[config.mk]
export PLATFORM = sky130hd
export DESIGN_NAME = etr_front
export DESIGN_NICKNAME = d
export VERILOG_FILES = /design/src/design/etr_front.sv
export SDC_FILE = /design/constraint.sdc
export NUM_CORES = 1
export LEC_CHECK = 0
export BUFFER_PORTS_ARGS = -buffer_cell sky130_fd_sc_hd__buf_4
export CAP_MARGIN = 20
export CORE_MARGIN = 8
export CORE_UTILIZATION = 25
export CTS_CLUSTER_DIAMETER = 80
export DETAILED_ROUTE_END_ITERATION = 16
export SKIP_LAST_GASP = 1
export SYNTH_ARGS = -nofsm -noshare
export SYNTH_HDL_FRONTEND = slang
export SYNTH_SLANG_ARGS = --single-unit
[constraint.sdc]
create_clock -name clk -period 17.3 [get_ports clk]
set_input_delay 1.73 -clock clk [delete_from_list [all_inputs] [get_ports clk]]
set_output_delay 1.73 -clock clk [all_outputs]
set_load 0.05 [all_outputs]
[src/design/etr_front.sv]
`timescale 1ns / 1ps
`default_nettype none

module etr_front #(
    parameter int TICK_BITS = 64,
    parameter int DURATION_BITS = 32
) (
    input  wire logic                     clk,
    input  wire logic                     rst_n,
    input  wire logic                     in_valid,
    output logic                          in_ready,
    input  wire logic [TICK_BITS-1:0]     in_tick,
    input  wire logic                     in_note,
    input  wire logic [DURATION_BITS-1:0] in_dur,
    output logic                          q_valid,
    input  wire logic                     q_ready,
    output logic [TICK_BITS-1:0]          q_tick,
    output logic [TICK_BITS-1:0]          q_end,
    output logic                          q_note,
    output logic [DURATION_BITS-1:0]      q_dur
);
    localparam int W = TICK_BITS;
    localparam int D = DURATION_BITS;
    localparam int EW = 2 * W + 1 + D;

    logic [EW-1:0] ent_reg [2];
    logic          wp_reg;
    logic          rp_reg;
    logic [1:0]    cnt_reg;
    logic [W:0]    end_sum;
    logic [W-1:0]  end_sat;
    logic          push;
    logic          pop;

    // The end of a note saturates at the largest tick.
    assign end_sum = {1'b0, in_tick} + (W + 1)'(in_dur);
    assign end_sat = end_sum[W] ? {W{1'b1}} : end_sum[W-1:0];

    assign in_ready = (cnt_reg != 2'd2);
    assign q_valid  = (cnt_reg != 2'd0);
    assign push     = in_valid && in_ready;
    assign pop      = q_valid && q_ready;
    assign {q_tick, q_end, q_note, q_dur} = ent_reg[rp_reg];

    always_ff @(posedge clk or negedge rst_n)
    begin
        if (!rst_n)
        begin
            wp_reg  <= 1'b0;
            rp_reg  <= 1'b0;
            cnt_reg <= 2'd0;
        end
        else
        begin
            if (push)
            begin
                wp_reg <= ~wp_reg;
            end
            if (pop)
            begin
                rp_reg <= ~rp_reg;
            end
            cnt_reg <= cnt_reg + {1'b0, push} - {1'b0, pop};
        end
    end

    always_ff @(posedge clk)
    begin
        if (push)
        begin
            ent_reg[wp_reg] <= {in_tick, end_sat, in_note, in_dur};
        end
    end

endmodule

`default_nettype wire

# After elaboration in Yosys (flattened, before gate mapping)
# Memories as Yosys holds them, arrays and structs flattened.
# Index checks and enable logic that the tools add are counted.
[classes] n_addsub=3 eq_ne=1 mux=3 bitwise=2 reduce_logical=3
[ops] op="adder 64 x 32 -> 65 bit" n=1
[ops] op="two-way mux 64 bit" n=1
[ops] op="adder 2 x 1 -> 2 bit" n=1
[ops] op="logical AND 1 bit" n=2
[ops] op="two-way mux 1 bit" n=2
[ops] op="inequality test 2 bit (second input constant)" n=1
[ops] op="NOT 1 bit" n=2
[ops] op="nonzero test 2 bit" n=1
[ops] op="subtractor 2 x 1 -> 2 bit" n=1
[word_totals] ff_bits=4 ram_bits=322 input_bits=101 word_cells=16 memories=1
[memory_table] name="ent_reg" words=2 word_bits=161 read_ports=1 rd_ports_with_merged_regs=0 write_ports=1 line_no="26" text="logic [EW-1:0] ent_reg [2];"

# Depth between registers and ports, before layout
# Gate-level depths: netlist of the first run.
[depth] word_depth=4 mapped_depth=11

# Least setup slack after synthesis of the first run
# OpenSTA, ideal clock, no wires.
[synth_timing] path_type="input to register" start="input in_valid" end="memory ent_reg[0][0] in the netlist's numbering, enable pin" setup_time_ps=685 arrival_time_ps=8531 required_time_ps=16615 slack_ps=8084 path_stages=2 cell_sequence="nand2_1 > nor2_1"
[synth_between] elab_chain_cells=3
[synth_lines] element="from (decl)" line_no="10" text="input wire logic in_valid,"
[synth_lines] element="logical AND 1 bit" line_no="41" text="assign push = in_valid && in_ready;"
[synth_lines] element="two-way mux 1 bit" line_no="69" text="if (push)"
[synth_lines] element="two-way mux 1 bit (not written as such)" line_no="71" text="ent_reg[wp_reg] <= {in_tick, end_sat, in_note, in_dur};"
[synth_lines] element="to (decl)" line_no="26"
# Every way passes these cells.

# Worst setup path after layout of the first run
[layout_timing] start="input in_tick[0]" end="memory ent_reg[1][71] in the netlist's numbering (data pin)"
[layout_between] elab_chain_cells=2
[layout_lines] element="from (decl)" line_no="12" text="input wire logic [TICK_BITS-1:0] in_tick,"
[layout_lines] element="adder 64 x 32 -> 65 bit" line_no="36" text="assign end_sum = {1'b0, in_tick} + (W + 1)'(in_dur);"
[layout_lines] element="two-way mux 64 bit" line_no="37" text="assign end_sat = end_sum[W] ? {W{1'b1}} : end_sum[W-1:0];"
[layout_lines] element="named net end_sat[38]" line_no="31" text="logic [W-1:0] end_sat;"
# The timed path passes the listed nets, and every way through them passes these cells.

==> impl_metrics.tcl, run 1 <==
set metrics [dict create \
    status "complete, no violations" \
    fp.coreArea_um2 57600 \
    drv_cap 0 \
    synthDistinctLibCells 53 \
    fin_skew_ns 0.00930 \
    ctsHoldBuffers 0 \
    port_buffers 263 \
    antenna_found_initial 3 \
    finalMaxSlewViolations 0 \
    power.density_nw_per_um2 186 \
    grt_pass1_wl_um 59700 \
    cp-end-kind "flop" \
    post_cts_resized 0 \
    rsz0062_at_grt "false" \
    synth_ff_type "edfxtp_1" \
    h-tree-depth 2 \
    fin_ws_ns 12.10 \
    busiest_layer "met2" \
    maxSlewHeadroom 0.293 \
    final-setup-viol-count 0 \
    syn_area_per_cell_um2 15.4 \
    grt.total_usage 0.116 \
    hold_violations 0 \
    grt_max_degree 162 \
    intPower_mw 2.08 \
    dieHeight_um 257 \
    switching_share 0.404 \
    synth_seq_cells 326 \
    start_util 0.252 \
    hpwl_um 28100 \
    grt_util_met2 0.194 \
    synth_edf_count 322 \
    cts-buffers-inserted 39 \
    tightest_slew_ns 1.06 \
    fin_tns_setup_ns 0 \
    critPathTopFamily "compound AO/OA/AOI/OAI gates" \
    preCtsSetupSlack_ns 11.48 \
    drc 0 \
    viasPerCell 4.49 \
    final_common_cell "edfxtp_1" \
    p_comb_frac 0.428 \
    power.switching_mw 1.41 \
    synth_warnings 0 \
    leakagePower_nw 6.82 \
    crit_type "in2reg" \
    clk_pin_slew_ns 0.06 \
    cp_max_fo 31 \
    min_path_type "reg2reg" \
    startpoint "in_tick[0]" \
    syn_inst 946 \
    yosysSeqAreaShare 0.672 \
    first_global_vias 9529 \
    grtUsageMet3 0.0359 \
    met1_usage 0.143 \
    fin_crit_sh 0.300 \
    syn_to_final_growth_pct 29.1 \
    dr_total_vias 9059 \
    nFillCells 5666 \
    grt_overflow 0 \
    routedWlPerCell_um 19.7 \
    die-area_um2 66100 \
    path_buf_inv 3 \
    crit_arrival_ns 5.47 \
    vdd_drop_max_mv 0.127 \
    async_flop_share 0.0123 \
    cts_sinks 326 \
    cts_root_buffer "clkbuf_16" \
    min-delay-start "cnt_reg[1]" \
    hold_slack_ns 0.499 \
    routabilityCongestion 0.765 \
    clockBufferDepth 3 \
    dp_cells 1947 \
    final_nets 1359 \
    fin_cells 2018 \
    clock.fmax_mhz 192 \
    clock_latency_ns 0.54 \
    layout_min_cycle_time_ns 5.20 \
    drt-total-wl_um 39700 \
    syn-cell-area_um2 14500 \
    r2r-start "cnt_reg[1]" \
    ant_nets 0 \
    drtPass1Iterations 6 \
    die_x_um 257 \
    crit_slowest_cell "o2111ai_4" \
    ios 264 \
    critPathMaxStageDelay_ns 0.76 \
    drt_iter0_drc 583 \
    mostFrequentLayoutCells "edfxtp_1, buf_4, mux2_2" \
    start_kind "primary input" \
    power_mw 3.50 \
    synth_nets 1082 \
    drive_above_1_share 0.410 \
    crit_chain "buf_4 -> ha_1 -> fa_1 -> a211oi_1 -> o21a_2 -> a211oi_4 -> o2111ai_4 -> a211oi_4 -> o2111ai_4 -> buf_4 -> inv_1 -> or3_1" \
    clkPwrFrac 0.241 \
    p_seq_frac 0.330 \
    cts_setup_buffers 0 \
    largest_reg_flops 322 \
    placement_rows 88 \
    cp.required_ns 17.57 \
    tritoncts "built" \
]
[cell usage after synthesis, drive strengths merged (2+ instances only)]
cell type	n	area [µm²]
o211ai	3	22.5
o2111ai	4	52.6
nor4b	3	26.3
o21ai	28	155
buf	6	30.0
nor3	9	45.0
or4	3	22.5
xor2	19	166
o21a	7	53.8
clkbuf	28	106
mux2	165	1860
o21bai	5	37.5
a41oi	6	52.6
o31ai	3	22.5
dfrtp	4	100
and4	5	43.8
nand3	16	80.1
a21oi	41	205
and3	14	87.6
nor2	23	86.3
a211oi	10	100
inv	7	26.3
nor4	5	31.3
and2	7	43.8
a21o	14	106
ha	34	425
xnor2	27	236
nand2	79	297
nand2b	5	31.3
or2	5	31.3
nor2b	2	12.5
nand4	13	81.3
a31oi	9	56.3
a211o	2	17.5
edfxtp	322	9670
or3	4	26.3
[worst paths after layout]
kind                                   to  slack, ns  cells after the start
max in group asynchronous          rp_reg      16.21                      1
hold reg to reg                cnt_reg[1]       0.50                      1
min in group asynchronous      cnt_reg[1]       0.97                      1
hold / removal                 cnt_reg[1]       0.50                      1
setup / recovery           ent_reg[1][71]      12.10                     12
setup reg to reg           ent_reg[1][58]      14.84                      3
[final cells by class]
class / instances / area [µm²] / share of cell area
Antenna cell: 1 / 2.50 / 0.000133
Clock buffer: 46 / 1040 / 0.0557
Clock inverter: 24 / 275 / 0.0147
Inverter: 7 / 26.3 / 0.00140
Multi-Input combinational cell: 579 / 4650 / 0.248
Sequential cell: 326 / 9770 / 0.521
Tap cell: 765 / 957 / 0.0510
Timing Repair Buffer: 270 / 2040 / 0.109
[worst register-to-register path, cell delays in order (launching register included)]
cell and delay [ns]:
dfrtp_1 0.40, nand2b_1 0.13, and3_4 0.66, buf_4 0.81
[cells by family (layout without fill, tap and decap cells)]
kind of cell,count (synthesis),in the layout,synth area share
AOI/OAI and AO/OA,139,139,0.0652
muxes,165,165,0.128
xor gates and xnor gates,46,46,0.0277
DFF,326,326,0.672
other,0,1,0
and+or+nand+nor,194,194,0.0656
adders and majority gates,35,35,0.0306
buffers and inverters,41,347,0.0112
[metal layers]
layer  up-vias  routed length [µm]
li1       4236                   -
met1      4471               16700
met2       292               19100
met3        56                3100
met4         4                 775
met5         -                  23
[metrics by stage]
step,util,instance area [µm²]
after global routing,0.326,18800
after global placement,0.303,17400
final,0.326,18800
after CTS,0.326,18800
after detailed placement,0.303,17400
after floorplan,-,14500
[power groups by stage]
stage	clock network (mW)	registers [mW]	logic (mW)
3_3_place_gp	0	1.17	1.52
6_report	0.844	1.15	1.50
2_1_floorplan	0	1.17	1.07
5_1_grt	0.900	1.17	1.57
3_5_place_dp	0	1.17	1.52
4_1_cts	0.874	1.16	1.53
Power figures use the tool's default switching activity.
==> inputs of run 2 (changes only) <==
==> constraint.sdc (replaced) <==
create_clock -name clk -period 4.5 [get_ports clk]
set_input_delay 0.45 -clock clk [delete_from_list [all_inputs] [get_ports clk]]
set_output_delay 0.45 -clock clk [all_outputs]
set_load 0.05 [all_outputs]
==> run 2 against run 1 <==
Effect of this change: sequential power grew to 3.9 times the previous value; routed wire length is 0.40% lower; first-iteration DRC count is 3.1% lower; register-to-register slack worse by 13 ns; clock skew is 0.0075 ns higher.
==> impl_metrics.tcl, run 2 (synthesis gave the netlist of run 1 again) <==
set metrics [dict create \
    grt_overflow 0 \
    finalMaxSlewViolations 0 \
    status "complete, no violations" \
    drt-met1-wl_um 17000 \
    final_cell_area_um2 18800 \
    dieHeight_um 257 \
    routed-wl-met2_um 18700 \
    clock.fmax_mhz 307 \
    mostFrequentLayoutCells "edfxtp_1, buf_4, mux2_2" \
    tightest_slew_ns 0.915 \
    antenna_found_initial 0 \
    dr_total_vias 9081 \
    rsz0062_at_grt "false" \
    drtPass1Iterations 5 \
    grt_pass1_wl_um 59000 \
    cp_max_fo 43 \
    cts-buffers-inserted 39 \
    clk_pin_slew_ns 0.06 \
    port_buffers 263 \
    fin_crit_sh 0.724 \
    cp-end-kind "flop" \
    power_mw 13.3 \
    cts_setup_buffers 0 \
    min_path_type "in2reg" \
    final_nets 1366 \
    die_x_um 257 \
    syn_to_final_growth_pct 29.3 \
    drive_above_1_share 0.414 \
    power.density_nw_per_um2 708 \
    fin_skew_ns 0.0168 \
    nFillCells 5623 \
    clockBufferDepth 3 \
    fin_cells 2024 \
    die-area_um2 66100 \
    wl_met3_um 3170 \
    fp.coreArea_um2 57600 \
    hpwl_um 28200 \
    first_global_vias 9533 \
    final_common_cell "edfxtp_1" \
    dr.max_layer_used "met4" \
    cts_root_buffer "clkbuf_16" \
    grt_max_degree 95 \
    hold_violations 0 \
    placement_rows 88 \
    cts_sinks 326 \
    viasPerCell 4.49 \
    routedWlPerCell_um 19.6 \
    fin_ws_ns 1.24 \
    final-setup-viol-count 0 \
    post_cts_resized 0 \
    routabilityCongestion 0.770 \
    leakagePower_nw 6.84 \
    clock_latency_ns 0.54 \
    drt-total-wl_um 39600 \
    grt.total_usage 0.114 \
    cp.required_ns 4.75 \
    largest_reg_flops 322 \
    crit_type "in2reg" \
    placed_cell_area_um2 17500 \
    ios 264 \
    start_kind "primary input" \
    dp_cells 1953 \
    drc 0 \
    drv_cap 0 \
    maxSlewHeadroom 0.390 \
    ctsHoldBuffers 1 \
    n_antenna_cell 0 \
    start_util 0.252 \
    ant_nets 0 \
    tritoncts "built" \
    fin_tns_setup_ns 0 \
    layout_min_cycle_time_ns 3.26 \
    vdd_drop_max_mv 0.423 \
    preCtsSetupSlack_ns 0.689 \
    drt_iter0_drc 565 \
    h-tree-depth 2 \
    crit_arrival_ns 3.50 \
]
## run 2: stage by stage
stage                util  hold slack, ns
global route        0.327          0.0667
global placement    0.304           0.247
detailed placement  0.304           0.250
floorplan               -           0.154
finish              0.327           0.104
CTS                 0.327          0.0581
## run 2: where the power goes
group / internal, mW / switching (mW) / leakage, nW
Combinational: 1.82 / 3.98 / 3.18
Clock: 1.86 / 1.24 / 0.620
Sequential: 4.20 / 0.227 / 3.04
## run 2: worst max-delay path, stage by stage
cell and delay, ns:
buf_4 0.12, ha_1 0.30, fa_1 0.46, a211oi_1 0.33, o21a_2 0.25, a211oi_4 0.11
o2111ai_4 0.28, a211oi_4 0.17, o2111ai_4 0.51, buf_12 0.28, o21ai_0 0.17
## run 2: area by class of cell
| class | instances | area [µm²] | share of cell area |
|---|---|---|---|
| timing repair buffer | 277 | 2130 | 0.113 |
| inverter | 7 | 26.3 | 0.00140 |
| sequential | 326 | 9770 | 0.520 |
| clock inverter | 21 | 200 | 0.0106 |
| tap | 765 | 957 | 0.0509 |
| multi-input combinational | 579 | 4650 | 0.247 |
| clock buffer | 49 | 1070 | 0.0567 |
## run 2: worst paths after layout
path / cells after the start / slack, ns / from / end
worst max register to register: 5 / 2.28 / cnt_reg[1] / ent_reg[0][18]
max in group asynchronous: 2 / 4.12 / rst_n / rp_reg
worst min-delay path: 1 / 0.10 / in_note / ent_reg[1][32]
min in group asynchronous: 2 / 0.27 / rst_n / cnt_reg[0]
worst max-delay path: 11 / 1.24 / in_tick[0] / ent_reg[0][36]
worst min register to register: 1 / 0.50 / cnt_reg[1] / cnt_reg[1]
## run 2: metal layers
metal  global-route usage  vias up
met1                0.144     4463
li1                     -     4248
met3               0.0369       52
met4               0.0277        0
met2                0.189      318
met5                    0        -
==> inputs of run 3 (changes only) <==
--- a/config.mk
+++ b/config.mk
@@ -5,6 +5,7 @@
 export SDC_FILE = /design/constraint.sdc
 export NUM_CORES = 1
 export LEC_CHECK = 0
+export ABC_AREA = 1
 export BUFFER_PORTS_ARGS = -buffer_cell sky130_fd_sc_hd__buf_4
 export CAP_MARGIN = 20
 export CORE_MARGIN = 8
==> constraint.sdc (replaced) <==
create_clock -name clk -period 3.3 [get_ports clk]
set_input_delay 0.33 -clock clk [delete_from_list [all_inputs] [get_ports clk]]
set_output_delay 0.33 -clock clk [all_outputs]
set_load 0.05 [all_outputs]
==> run 3 against run 2 <==
Effect of this change: clock-buffer cell count up 2; global-route usage increased by 2.8 points; non-clock buffer count grew 75; highest routed layer unchanged; routed wire length is 37% higher.
==> impl_metrics.tcl, run 3 <==
set metrics [dict create \
    status "complete, no violations" \
    start_kind "primary input" \
    drive_above_1_share 0.178 \
    grt_pass1_wl_um 80800 \
    clock_latency_ns 0.56 \
    synth_edf_count 322 \
    finalMaxSlewViolations 0 \
    hpwl_um 39800 \
    hold_violations 0 \
    rsz0062_at_grt "false" \
    h-tree-depth 2 \
    cts_root_buffer "clkbuf_16" \
    n_antenna_cell 0 \
    yosys-top-cells-count "nand2_1, edfxtp_1, inv_1, nor2_1, nand3_1" \
    die-area_um2 74200 \
    fin_ws_ns 0.527 \
    ios 264 \
    dp_cells 2932 \
    largest_reg_flops 322 \
    drv_cap 0 \
    port_buffers 263 \
    placement_rows 94 \
    synth.top_cell.area_share 0.589 \
    final_nets 2326 \
    startpoint "in_tick[0]" \
    dieHeight_um 272 \
    ant_nets 0 \
    grt.total_usage 0.143 \
    power.density_nw_per_um2 917 \
    tightest_slew_ns 0.912 \
    synth_area_leaders "edfxtp_1, nand2_1, inv_1, ha_1, nand3_1" \
    viasPerCell 4.25 \
    syn-cell-area_um2 16400 \
    drtPass1Iterations 7 \
    crit_type "in2reg" \
    grt_overflow 0 \
    first_global_vias 13000 \
    cp.required_ns 3.58 \
    die_x_um 272 \
    cp_max_fo 26 \
    r2r_end "ent_reg[1][111]" \
    synth_seq_cells 326 \
    post_cts_resized 0 \
    synthDistinctLibCells 32 \
    vdd_drop_max_mv 0.550 \
    synth_nets 1970 \
    cts_sinks 326 \
    fin_skew_ns 0.0147 \
    syn_area_per_cell_um2 8.96 \
    layout_min_cycle_time_ns 2.77 \
    async_flop_share 0.0123 \
    fp.coreArea_um2 65400 \
    fin_cells 3085 \
    drt-total-wl_um 54300 \
    antenna_found_initial 0 \
    synth_ff_type "edfxtp_1" \
    yosysSeqAreaShare 0.595 \
    routabilityCongestion 0.932 \
    synth_warnings 0 \
    start_util 0.251 \
    ff2ff_path_depth 5 \
    ff2ff_setup_slack_ns 1.47 \
    cp-end-kind "flop" \
    endpoint "ent_reg[0][52]" \
    drt_iter0_drc 866 \
    final-setup-viol-count 0 \
    clock.fmax_mhz 361 \
    dr_total_vias 13100 \
    syn_to_final_growth_pct 31.5 \
    syn_inst 1834 \
    drc 0 \
    preCtsSetupSlack_ns 0.490 \
    synth.most_common_cell "nand2_1" \
    crit_arrival_ns 3.05 \
    yosysTopAreaCell "edfxtp_1" \
    routedWlPerCell_um 17.6 \
    mostFrequentLayoutCells "nand2_1, edfxtp_1, buf_4" \
    cts-buffers-inserted 42 \
    r2r-start "cnt_reg[0]" \
    clockBufferDepth 3 \
    leakagePower_nw 10.0 \
    tritoncts "built" \
    fin_crit_sh 0.840 \
    nFillCells 6796 \
    grt_max_degree 162 \
    maxSlewHeadroom 0.392 \
    final_common_cell "nand2_1" \
    min_path_type "in2reg" \
    clk_pin_slew_ns 0.06 \
]
run 3: changes by cell type in the layout (fill, tap and decap cells not counted), moves of 28 or more:
cell | previous run | this run
nand2_1 | 79 | 886
inv_1 | 7 | 225
mux2_2 | 165 | 0
dlygate4sd3_1 | 1 | 78
nor2_1 | 22 | 90
nand3_1 | 16 | 75
nand3_2 | 0 | 28
run 3: area by class of cell:
cell class / instances / area (µm²) / area share
timing repair buffer: 352 / 2930 / 0.135
sequential: 326 / 9770 / 0.452
clock buffer: 51 / 1120 / 0.0517
tap: 864 / 1080 / 0.0500
clock inverter: 24 / 208 / 0.00961
multi-input combinational: 1238 / 5640 / 0.261
inverter: 230 / 868 / 0.0402
run 3: how the worst min path moves through the flow:
stage	slack (ns)	cells past startpoint	end	from
after floorplan	0.03	0	cnt_reg[0]	rst_n
after global placement	0.13	1	rp_reg	rst_n
after detailed placement	0.13	1	rp_reg	rst_n
after CTS	0.004	1	ent_reg[1][139]	in_tick[42]
after global routing	0.008	1	ent_reg[1][154]	in_tick[57]
final	0.03	1	ent_reg[1][154]	in_tick[57]
run 3: kinds of logic (layout without fill, tap and decap cells):
logic type / count (synthesis) / count (layout) / synth area share
simple gates: 1149 / 1149 / 0.291
compound gates: 28 / 28 / 0.00952
flops: 326 / 326 / 0.595
fa+ha+maj: 35 / 35 / 0.0271
xor+xnor: 26 / 26 / 0.0139
buf+inv: 270 / 657 / 0.0640
run 3: worst max-delay path, cell delays in order:
cell	delay (ns)
dlygate4sd3_1	0.54
buf_4	0.14
ha_1	0.28
fa_1	0.46
nand3_1	0.12
nand3_2	0.10
nand2_1	0.09
nand2_2	0.10
nand3_2	0.08
nand2_2	0.10
nand2_1	0.11
nand3_2	0.10
nand2_4	0.33
nand3_1	0.15
run 3: timing repair:
| item | CTS | global route |
|---|---|---|
| hold endpoints to repair | 158 | 0 |
| hold buffers | 78 | 0 |
| setup endpoints to repair | 0 | 0 |
| setup buffers | 0 | 0 |
run 3: report_power, final:
group | internal (mW) | switching (mW)
Clock | 2.59 | 1.80
Sequential | 5.72 | 0.204
Combinational | 2.34 | 7.18
Total | 10.6 | 9.18
run 3: metal layers:
| layer | wire (µm) | global-route usage | part of all wire |
|---|---|---|---|
| met1 | 24000 | 0.184 | 0.44 |
| met2 | 25300 | 0.235 | 0.47 |
| met3 | 3560 | 0.0347 | 0.066 |
| met4 | 1440 | 0.0422 | 0.026 |
| met5 | 0 | 0 | 0 |
run 3: per-stage QoR:
step                      TNS (ns)  total power [mW]   util  instance area [µm²]  hold WS, ns
after floorplan             -54.55              12.2      -                16500       0.0344
after global placement           0              15.6  0.298                19500        0.131
after detailed placement         0              15.6  0.298                19500        0.132
after CTS                        0              20.1  0.330                21600      0.00368
after global routing             0              20.8  0.330                21600      0.00817
final                            0              19.8  0.330                21600       0.0280
